[config.mk]
export PLATFORM = sky130hd
export DESIGN_NAME = longest_equal_run_tracker
export DESIGN_NICKNAME = d
export VERILOG_FILES = /design/src/hw/rtl/lert_pkg.sv /design/src/hw/rtl/lert_ctrl.sv /design/src/hw/rtl/lert_datapath.sv /design/src/hw/rtl/longest_equal_run_tracker.sv
export VERILOG_INCLUDE_DIRS = /design/src /design/src/hw/rtl
export SDC_FILE = /design/constraint.sdc
export NUM_CORES = 1
export LEC_CHECK = 0
export ABC_CLOCK_PERIOD_IN_PS = 22700
export BUFFER_PORTS_ARGS = -buffer_cell sky130_fd_sc_hd__buf_2
export CAP_MARGIN = 30
export CORE_MARGIN = 3
export CORE_UTILIZATION = 35
export CTS_CLUSTER_SIZE = 20
export DETAILED_ROUTE_END_ITERATION = 10
export PLACE_DENSITY_LB_ADDON = 0.1
export RECOVER_POWER = 100
export SETUP_SLACK_MARGIN = 0.15
export SLEW_MARGIN = 10
export SYNTH_ARGS = -nofsm -noshare
export SYNTH_HDL_FRONTEND = slang
export SYNTH_SLANG_ARGS = --single-unit
[constraint.sdc]
create_clock -name clock -period 22.7 [get_ports clock]
set_input_delay 0 -clock clock [delete_from_list [all_inputs] [get_ports clock]]
set_output_delay 0 -clock clock [all_outputs]
set_load 0.01 [all_outputs]
[src/hw/rtl/longest_equal_run_tracker_defines.svh]
// Assertion macros shared by the longest equal run tracker RTL.
`ifndef LONGEST_EQUAL_RUN_TRACKER_DEFINES_SVH
`define LONGEST_EQUAL_RUN_TRACKER_DEFINES_SVH

// Check that the consequent holds in the same cycle as the antecedent.
`define LERT_ASSERT_SAME(lbl, ante, cons, msg) \
   lbl: assert property (@(posedge clock) disable iff (reset) (ante) |-> (cons)) \
      else $error(msg);

// Check that the consequent holds in the cycle after the antecedent.
`define LERT_ASSERT_NEXT(lbl, ante, cons, msg) \
   lbl: assert property (@(posedge clock) disable iff (reset) (ante) |=> (cons)) \
      else $error(msg);

`endif

[src/hw/rtl/lert_pkg.sv]
// Shared constants, types and codes for the longest equal run tracker.
package lert_pkg;

   localparam int MAX_BITS_DEFAULT = 256;

   localparam int WORD_BITS  = 8;
   localparam int WORD_SHIFT = 3;

   localparam int LEN_W = 9;
   localparam int POS_W = 8;
   localparam int RUN_W = 9;

   localparam int REQ_TDATA_W = 16;
   localparam int RSP_TDATA_W = 16;

   localparam int CSR_ADDR_W = 3;
   localparam int CSR_DATA_W = 32;

   localparam logic [LEN_W-1:0] LEN_RESET = 9'd256;

   localparam logic REG_LENGTH = 1'b0;

   localparam logic CMD_LOAD = 1'b0;
   localparam logic CMD_FLIP = 1'b1;

   typedef enum logic [2:0] {
      ST_IDLE,
      ST_FETCH,
      ST_UPDATE,
      ST_SCAN,
      ST_DONE
   } state_type;

   typedef struct packed {
      logic load_item;
      logic fetch;
      logic update;
      logic scan;
      logic load_result;
   } dp_cmd_type;

   typedef struct packed {
      logic scan_done;
   } dp_sts_type;

endpackage

[src/hw/rtl/lert_ctrl.sv]
// Controller state machine: item handshake, sequencing and result valid.
module lert_ctrl (
   input  logic                  clock,
   input  logic                  reset,
   input  logic                  req_tvalid,
   output logic                  req_tready,
   output logic                  rsp_tvalid,
   input  logic                  rsp_tready,
   output lert_pkg::dp_cmd_type  dp_cmd,
   input  lert_pkg::dp_sts_type  dp_sts
);

   lert_pkg::state_type state_ff;
   lert_pkg::state_type state_in;
   logic                rsp_valid_ff;
   logic                rsp_valid_in;

   always_ff @(posedge clock) begin
      if (reset) begin
         state_ff     <= lert_pkg::ST_IDLE;
         rsp_valid_ff <= 1'b0;
      end else begin
         state_ff     <= state_in;
         rsp_valid_ff <= rsp_valid_in;
      end
   end

   always_comb begin
      state_in   = state_ff;
      dp_cmd     = '0;
      req_tready = 1'b0;
      unique case (state_ff)
         lert_pkg::ST_IDLE: begin
            req_tready = !reset;
            if (req_tvalid && !reset) begin
               dp_cmd.load_item = 1'b1;
               state_in         = lert_pkg::ST_FETCH;
            end
         end
         lert_pkg::ST_FETCH: begin
            dp_cmd.fetch = 1'b1;
            state_in     = lert_pkg::ST_UPDATE;
         end
         lert_pkg::ST_UPDATE: begin
            dp_cmd.update = 1'b1;
            state_in      = lert_pkg::ST_SCAN;
         end
         lert_pkg::ST_SCAN: begin
            dp_cmd.scan = 1'b1;
            if (dp_sts.scan_done) begin
               state_in = lert_pkg::ST_DONE;
            end
         end
         lert_pkg::ST_DONE: begin
            if (!rsp_valid_ff || rsp_tready) begin
               dp_cmd.load_result = 1'b1;
               state_in           = lert_pkg::ST_IDLE;
            end
         end
         default: begin
            state_in = lert_pkg::ST_IDLE;
         end
      endcase
   end

   always_comb begin
      rsp_valid_in = rsp_valid_ff;
      if (dp_cmd.load_result) begin
         rsp_valid_in = 1'b1;
      end else if (rsp_tready) begin
         rsp_valid_in = 1'b0;
      end
   end

   assign rsp_tvalid = rsp_valid_ff;

endmodule

[src/hw/rtl/lert_datapath.sv]
// Datapath: length register, word-wide bit store, update and run scan.
module lert_datapath #(
   parameter int MAX_BITS = lert_pkg::MAX_BITS_DEFAULT
) (
   input  logic                                clock,
   input  logic                                reset,
   input  logic                                csr_psel,
   input  logic                                csr_penable,
   input  logic                                csr_pwrite,
   input  logic [lert_pkg::CSR_ADDR_W-1:0]     csr_paddr,
   input  logic [lert_pkg::CSR_DATA_W-1:0]     csr_pwdata,
   output logic [lert_pkg::CSR_DATA_W-1:0]     csr_prdata,
   output logic                                csr_pready,
   input  logic [lert_pkg::REQ_TDATA_W-1:0]    req_tdata,
   input  logic                                req_tuser,
   output logic [lert_pkg::RSP_TDATA_W-1:0]    rsp_tdata,
   output logic                                rsp_tuser,
   input  lert_pkg::dp_cmd_type                dp_cmd,
   output lert_pkg::dp_sts_type                dp_sts
);

   localparam int NUM_WORDS = (MAX_BITS + lert_pkg::WORD_BITS - 1) / lert_pkg::WORD_BITS;
   localparam int AW        = (NUM_WORDS > 1) ? $clog2(NUM_WORDS) : 1;
   localparam int IW        = lert_pkg::LEN_W;
   localparam int WB        = lert_pkg::WORD_BITS;
   localparam int WS        = lert_pkg::WORD_SHIFT;

   logic [lert_pkg::LEN_W-1:0] len_ff;
   logic [lert_pkg::LEN_W-1:0] len_in;
   logic [NUM_WORDS-1:0]       word_vld_ff;
   logic [NUM_WORDS-1:0]       word_vld_in;
   logic [WB-1:0]              word_mem_ff [NUM_WORDS];
   logic [WB-1:0]              rd_data_ff;
   logic                       pend_ff;
   logic                       pend_in;

   logic                       cmd_ff,   cmd_in;
   logic [lert_pkg::POS_W-1:0] pos_ff,   pos_in;
   logic                       bitv_ff,  bitv_in;
   logic                       bad_ff,   bad_in;
   logic [IW-1:0]              iss_ff,   iss_in;
   logic [lert_pkg::LEN_W-1:0] rem_ff,   rem_in;
   logic [lert_pkg::RUN_W-1:0] cur_ff,   cur_in;
   logic [lert_pkg::RUN_W-1:0] best_ff,  best_in;
   logic                       prev_ff,  prev_in;
   logic                       first_ff, first_in;
   logic [lert_pkg::RUN_W-1:0] run_out_ff, run_out_in;
   logic                       bad_out_ff, bad_out_in;

   logic [lert_pkg::LEN_W-1:0] eff_len;
   logic [IW+WS-1:0]           iss_bits;
   logic                       issue_more;
   logic [AW-1:0]              pos_word;
   logic [AW-1:0]              rd_addr;
   logic                       rd_en;
   logic                       wr_en;
   logic [WB-1:0]              wr_data;
   logic                       csr_wr;
   logic [lert_pkg::RUN_W-1:0] scan_cur;
   logic [lert_pkg::RUN_W-1:0] scan_best;
   logic                       scan_prev;
   logic                       scan_first;

   assign csr_pready = 1'b1;
   assign csr_wr     = csr_psel && csr_penable && csr_pwrite && csr_pready &&
                       (csr_paddr[lert_pkg::CSR_ADDR_W-1] == lert_pkg::REG_LENGTH);
   assign len_in     = csr_wr ? csr_pwdata[lert_pkg::LEN_W-1:0] : len_ff;
   assign csr_prdata = (csr_paddr[lert_pkg::CSR_ADDR_W-1] == lert_pkg::REG_LENGTH) ?
                       {{(lert_pkg::CSR_DATA_W-lert_pkg::LEN_W){1'b0}}, len_ff} : '0;

   always_comb begin
      eff_len = len_ff;
      if (int'(len_ff) > MAX_BITS) begin
         eff_len = lert_pkg::LEN_W'(MAX_BITS);
      end
   end

   assign iss_bits   = {iss_ff, {WS{1'b0}}};
   assign issue_more = iss_bits < {{WS{1'b0}}, eff_len};
   assign pos_word   = AW'(pos_ff >> WS);
   assign rd_en      = dp_cmd.fetch || (dp_cmd.scan && issue_more);
   assign rd_addr    = dp_cmd.scan ? iss_ff[AW-1:0] : pos_word;
   assign wr_en      = dp_cmd.update && !bad_ff;

   always_comb begin
      wr_data = rd_data_ff;
      if (cmd_ff == lert_pkg::CMD_FLIP) begin
         wr_data[pos_ff[WS-1:0]] = ~rd_data_ff[pos_ff[WS-1:0]];
      end else begin
         wr_data[pos_ff[WS-1:0]] = bitv_ff;
      end
   end

   always_comb begin
      word_vld_in = word_vld_ff;
      if (wr_en) begin
         word_vld_in[pos_word] = 1'b1;
      end
   end

   // Fold one stored word into the running and best run lengths.
   always_comb begin
      scan_cur   = cur_ff;
      scan_best  = best_ff;
      scan_prev  = prev_ff;
      scan_first = first_ff;
      for (int i = 0; i < WB; i++) begin
         if (lert_pkg::LEN_W'(i) < rem_ff) begin
            if (!scan_first && (rd_data_ff[i] == scan_prev)) begin
               scan_cur = scan_cur + lert_pkg::RUN_W'(1);
            end else begin
               scan_cur = lert_pkg::RUN_W'(1);
            end
            scan_first = 1'b0;
            scan_prev  = rd_data_ff[i];
            if (scan_cur > scan_best) begin
               scan_best = scan_cur;
            end
         end
      end
   end

   always_comb begin
      cmd_in     = cmd_ff;
      pos_in     = pos_ff;
      bitv_in    = bitv_ff;
      bad_in     = bad_ff;
      iss_in     = iss_ff;
      rem_in     = rem_ff;
      cur_in     = cur_ff;
      best_in    = best_ff;
      prev_in    = prev_ff;
      first_in   = first_ff;
      pend_in    = pend_ff;
      run_out_in = run_out_ff;
      bad_out_in = bad_out_ff;
      if (dp_cmd.load_item) begin
         cmd_in   = req_tuser;
         pos_in   = req_tdata[lert_pkg::POS_W-1:0];
         bitv_in  = req_tdata[lert_pkg::POS_W];
         bad_in   = {1'b0, req_tdata[lert_pkg::POS_W-1:0]} >= eff_len;
         iss_in   = '0;
         rem_in   = eff_len;
         cur_in   = '0;
         best_in  = '0;
         prev_in  = 1'b0;
         first_in = 1'b1;
         pend_in  = 1'b0;
      end
      if (dp_cmd.scan) begin
         pend_in = issue_more;
         if (issue_more) begin
            iss_in = iss_ff + IW'(1);
         end
         if (pend_ff) begin
            cur_in   = scan_cur;
            best_in  = scan_best;
            prev_in  = scan_prev;
            first_in = scan_first;
            rem_in   = rem_ff - lert_pkg::LEN_W'(WB);
         end
      end
      if (dp_cmd.load_result) begin
         run_out_in = best_ff;
         bad_out_in = bad_ff;
      end
   end

   assign dp_sts.scan_done = !issue_more && !pend_ff;

   always_ff @(posedge clock) begin
      if (reset) begin
         len_ff      <= lert_pkg::LEN_RESET;
         word_vld_ff <= '0;
         pend_ff     <= 1'b0;
      end else begin
         len_ff      <= len_in;
         word_vld_ff <= word_vld_in;
         pend_ff     <= pend_in;
      end
   end

   always_ff @(posedge clock) begin
      cmd_ff     <= cmd_in;
      pos_ff     <= pos_in;
      bitv_ff    <= bitv_in;
      bad_ff     <= bad_in;
      iss_ff     <= iss_in;
      rem_ff     <= rem_in;
      cur_ff     <= cur_in;
      best_ff    <= best_in;
      prev_ff    <= prev_in;
      first_ff   <= first_in;
      run_out_ff <= run_out_in;
      bad_out_ff <= bad_out_in;
   end

   always_ff @(posedge clock) begin
      if (wr_en) begin
         word_mem_ff[pos_word] <= wr_data;
      end
      if (rd_en) begin
         rd_data_ff <= word_vld_ff[rd_addr] ? word_mem_ff[rd_addr] : '0;
      end
   end

   assign rsp_tdata = {{(lert_pkg::RSP_TDATA_W-lert_pkg::RUN_W){1'b0}}, run_out_ff};
   assign rsp_tuser = bad_out_ff;

endmodule

[src/hw/rtl/longest_equal_run_tracker.sv]
// Top level of the longest equal run tracker: controller, datapath, checks.
//
//   port group  direction  contents
//   req_*       in         stream of load or flip items
//   rsp_*       out        stream of results, one per item
//   csr_*       in/out     register port, length in use at address 0
//
// Between acceptances an item passes through the fetch, update, scan and done
// states, no word being scanned when L, the effective length, is zero; the scan
// reads one 8-bit word of the bit store per cycle and folds it in the cycle after.
// Reset clears the control state and the per-word valid bits of the bit store, so
// no clearing pass runs. A finished result waits in the output register while the
// next item is taken; a scan that finishes while it still waits holds until taken.

`include "longest_equal_run_tracker_defines.svh"

module longest_equal_run_tracker #(
   parameter int MAX_BITS = lert_pkg::MAX_BITS_DEFAULT
) (
   input  logic                             clock,
   input  logic                             reset,
   input  logic                             req_tvalid,
   output logic                             req_tready,
   input  logic [lert_pkg::REQ_TDATA_W-1:0] req_tdata,   // position, bit_value
   input  logic                             req_tuser,   // command
   output logic                             rsp_tvalid,
   input  logic                             rsp_tready,
   output logic [lert_pkg::RSP_TDATA_W-1:0] rsp_tdata,   // longest_run
   output logic                             rsp_tuser,   // bad_position
   input  logic                             csr_psel,
   input  logic                             csr_penable,
   input  logic                             csr_pwrite,
   input  logic [lert_pkg::CSR_ADDR_W-1:0]  csr_paddr,
   input  logic [lert_pkg::CSR_DATA_W-1:0]  csr_pwdata,
   output logic [lert_pkg::CSR_DATA_W-1:0]  csr_prdata,
   output logic                             csr_pready
);

   lert_pkg::dp_cmd_type dp_cmd;
   lert_pkg::dp_sts_type dp_sts;

   lert_ctrl u_ctrl (
      .clock      (clock),
      .reset      (reset),
      .req_tvalid (req_tvalid),
      .req_tready (req_tready),
      .rsp_tvalid (rsp_tvalid),
      .rsp_tready (rsp_tready),
      .dp_cmd     (dp_cmd),
      .dp_sts     (dp_sts)
   );

   lert_datapath #(
      .MAX_BITS (MAX_BITS)
   ) u_datapath (
      .clock       (clock),
      .reset       (reset),
      .csr_psel    (csr_psel),
      .csr_penable (csr_penable),
      .csr_pwrite  (csr_pwrite),
      .csr_paddr   (csr_paddr),
      .csr_pwdata  (csr_pwdata),
      .csr_prdata  (csr_prdata),
      .csr_pready  (csr_pready),
      .req_tdata   (req_tdata),
      .req_tuser   (req_tuser),
      .rsp_tdata   (rsp_tdata),
      .rsp_tuser   (rsp_tuser),
      .dp_cmd      (dp_cmd),
      .dp_sts      (dp_sts)
   );

   `LERT_ASSERT_NEXT(a_accept_busy, req_tvalid && req_tready, !req_tready, "taken while busy")
   `LERT_ASSERT_SAME(a_rsp_overrun, dp_cmd.load_result, !rsp_tvalid || rsp_tready, "overrun")
   `LERT_ASSERT_SAME(a_single_command, 1'b1, $onehot0(dp_cmd), "two datapath commands")

endmodule
==> out/results.ini <==
[status]
status=complete, but fails checks
violations=max-capacitance violations, max-slew violations

[global_route]
grt_pass1_wl_um=97600
grt_max_degree=39
antenna_found_initial=0
grt_use_total_pct=19.2
grt_pass1_vias=15500
grt_overflow=0

[timing]
fin_crit_sh_pct=88.9
finalMaxSlewViolations=113
worst_pin_slew_ns=3.57
slew_headroom_pct=-138
skew_ns=0.0280
setup-tns-final_ns=0
rsz0062_at_grt=false
setup_viol=0
fin_crit_ns=20.19
max_freq_ghz=0.0495
hold_viol_final=0

[synth]
async_flop_share_pct=0
synth.cell_area_sq_um=22000
synth_seq_cells=369
syn_inst=2018
yosys-top-cells-area=edfxtp_1 39%, mux4_2 7.6%, dfxtp_1 7.4%
syn_area_per_cell_sq_um=10.9
yosysUniqueCellTypes=118
yosysSeqAreaShare_pct=46.8
ys.flop_type=edfxtp_1
yosysTopAreaCellShare_pct=39.4
synth_edf_count=288
yosys_warnings=0
yosys.area.top_type=edfxtp_1

[critical_path]
critPathCaptureType=flip-flop
start_kind=flip-flop
path_common_cell=o21a_1
reg2reg_from=u_datapath.rem_ff[1]
path_max_fanout=18
setup.worst_path.start=u_datapath.rem_ff[1]
cp_slowest_stage_delay_ns=1.24
critPathKind=reg2reg
critPathArrivalTime_ns=20.60
cp.required_ns=23.11
cp_slowest_cell=nor4_1

[die]
die_h_um=256
dieWidth_um=256
ios=111
initial_core_util_pct=35.5
fp.coreArea_sq_um=61800
die-area_sq_um=65800
std_cell_rows=91

[placement]
port_buffers=47
place_area_sq_um=22900
hpwl_um=46000
gp_congestion=0.837

[power_and_ir_drop]
p_clk_share_pct=18.2
power.leakage_nw=8.71
comb_power_share_pct=58.6
p_per_area_nw_per_um2=142
pwr-share-seq_pct=23.2
power.internal_w=0.00192
p_sw_share_pct=44.9
peakVddDrop_mv=0.250
p_switching_w=0.00156

[cts]
postCtsSetupRepairBufs=0
root_buffer=clkbuf_16
clkTransAtPathRegs_ns=0.06
clk_latency_ns=0.59
cts_tree=done
clock_sinks=369
cts_buffers=39
cts_buffer_depth=3
cts-htree-levels=2

[drt]
drt-wirelength-per-cell_um=21.9
route.detailed.drc=0
ant_nets=0
vias=16200
vias_per_cell=5.50
drt_first_pass_iters=6
routed_wl_um=64600
drt-initial-drc-count=1312

[cells_and_area]
antenna_cells=0
syn_to_final_growth_pct=11.4
final_area_sq_um=24500
nNetsFinal=2230
fillerInstances=5993
drive_gt1_share_pct=12.4

[min_path]
hold_path_class=in2reg
hold_start=req_tdata[8]

[flow_run]
maxCapViolCount=4

per-stage QoR:
| stage | setup slack [ns] | cells | total power (W) | hold slack, ns | util (%) |
|---|---|---|---|---|---|
| floorplan | 5.38 | 2047 | 0.00231 | 0.0539 | - |
| global placement | 3.60 | 2828 | 0.00284 | 0.179 | 37.1 |
| detailed placement | 3.57 | 2830 | 0.00284 | 0.179 | 37.1 |
| CTS | 3.46 | 2934 | 0.00350 | 0.107 | 39.7 |
| global route | 0.898 | 2945 | 0.00375 | 0.134 | 39.6 |
| finish | 2.51 | 2945 | 0.00348 | 0.150 | 39.6 |
synthesized netlist by cell type, types with 44 or more instances:
library cell and number:
a21oi_1 84, clkbuf_1 63, dfxtp_1 81, edfxtp_1 288
ha_1 94, inv_1 70, mux2i_1 44, mux4_2 74
nand2_1 227, nand3_1 65, nor2_1 217, o21ai_0 62
power groups by stage:
stage	sequential (W)	clock (W)	combinational (W)
2_1_floorplan	0.000804	0	0.00150
3_3_place_gp	0.000821	0	0.00202
3_5_place_dp	0.000822	0	0.00202
4_1_cts	0.000807	0.000654	0.00204
5_1_grt	0.000810	0.000679	0.00226
6_report	0.000807	0.000636	0.00204
flip-flops by register name, summed over array words and instances, names as in the netlist, 3 cells and up:
register / cells
u_datapath.cur_ff: 9
u_datapath.iss_ff: 9
u_datapath.pos_ff: 8
u_datapath.best_ff: 9
u_datapath.run_out_ff: 9
u_datapath.word_mem_ff: 256
u_datapath.rd_data_ff: 8
u_ctrl.state_ff: 3
u_datapath.rem_ff: 9
u_datapath.len_ff: 9
u_datapath.word_vld_ff: 32
repair_timing:
action                    4_1_cts  5_1_grt
gates resized for setup         0        0
hold buffers                   32        0
hold endpoints to repair       62        0
worst max-delay path, delay by kind of cell (launching register included):
| kind | cells | cell delay (ns) |
|---|---|---|
| flops | 1 | 0.61 |
| simple gates | 34 | 5.35 |
| buf+inv | 3 | 0.50 |
| mux | 4 | 1.82 |
| compound gates | 53 | 9.30 |
| fa+ha+maj | 8 | 2.40 |
cell families after synthesis:
kind of cell,Yosys count,share of synthesized area (%)
DFF,369,46.8
and+or+nand+nor,755,16.8
muxes,158,11.7
AOI/OAI and AO/OA,396,13.3
buffers and inverters,197,4.07
adders and majority gates,94,5.36
xor gates and xnor gates,47,1.91
other,2,0.0342
cells in the final DEF (no fill, tap or decap), drive strengths merged, types with 30 or more instances in the layout:
| master | synthesis | final |
|---|---|---|
| nor3 | 31 | 31 |
| nand2b | 30 | 30 |
| mux4 | 74 | 74 |
| clkbuf | 63 | 98 |
| dlygate4sd3 | 0 | 32 |
| dfxtp | 81 | 81 |
| nand3 | 66 | 66 |
| ha | 94 | 94 |
| mux2i | 45 | 45 |
| nor2b | 38 | 38 |
| nor2 | 220 | 220 |
| nand2 | 229 | 229 |
| mux2 | 39 | 39 |
| buf | 60 | 31 |
| edfxtp | 288 | 288 |
| o21ai | 70 | 70 |
| conb | 2 | 31 |
| inv | 72 | 72 |
| o21a | 31 | 31 |
| a21oi | 88 | 88 |
layout make-up:
type / instances / area (sq um) / area share [%]
clock buffers: 49 / 1040 / 4.27
clock inverters: 23 / 226 / 0.926
inverters: 74 / 278 / 1.14
multi-input cells: 1481 / 10900 / 44.6
flip-flops and latches: 369 / 10300 / 42.0
well taps: 837 / 1050 / 4.28
repair buffers: 112 / 694 / 2.84
metal layers:
layer	track usage, %	routed length, um	vias up
met4	4.58	1330	0
met3	2.48	3240	84
met2	30.1	29400	462
met1	28.1	30600	8023
li1	-	-	7625
met5	0	0	-
worst paths after layout:
check,cells after the start,end,slack [ns]
max,102,u_datapath.best_ff[6],2.51
min,2,u_datapath.bitv_ff,0.15
max reg2reg,102,u_datapath.best_ff[6],2.51
min reg2reg,1,u_datapath.iss_ff[8],0.45
(Power assumes the default switching activity.)
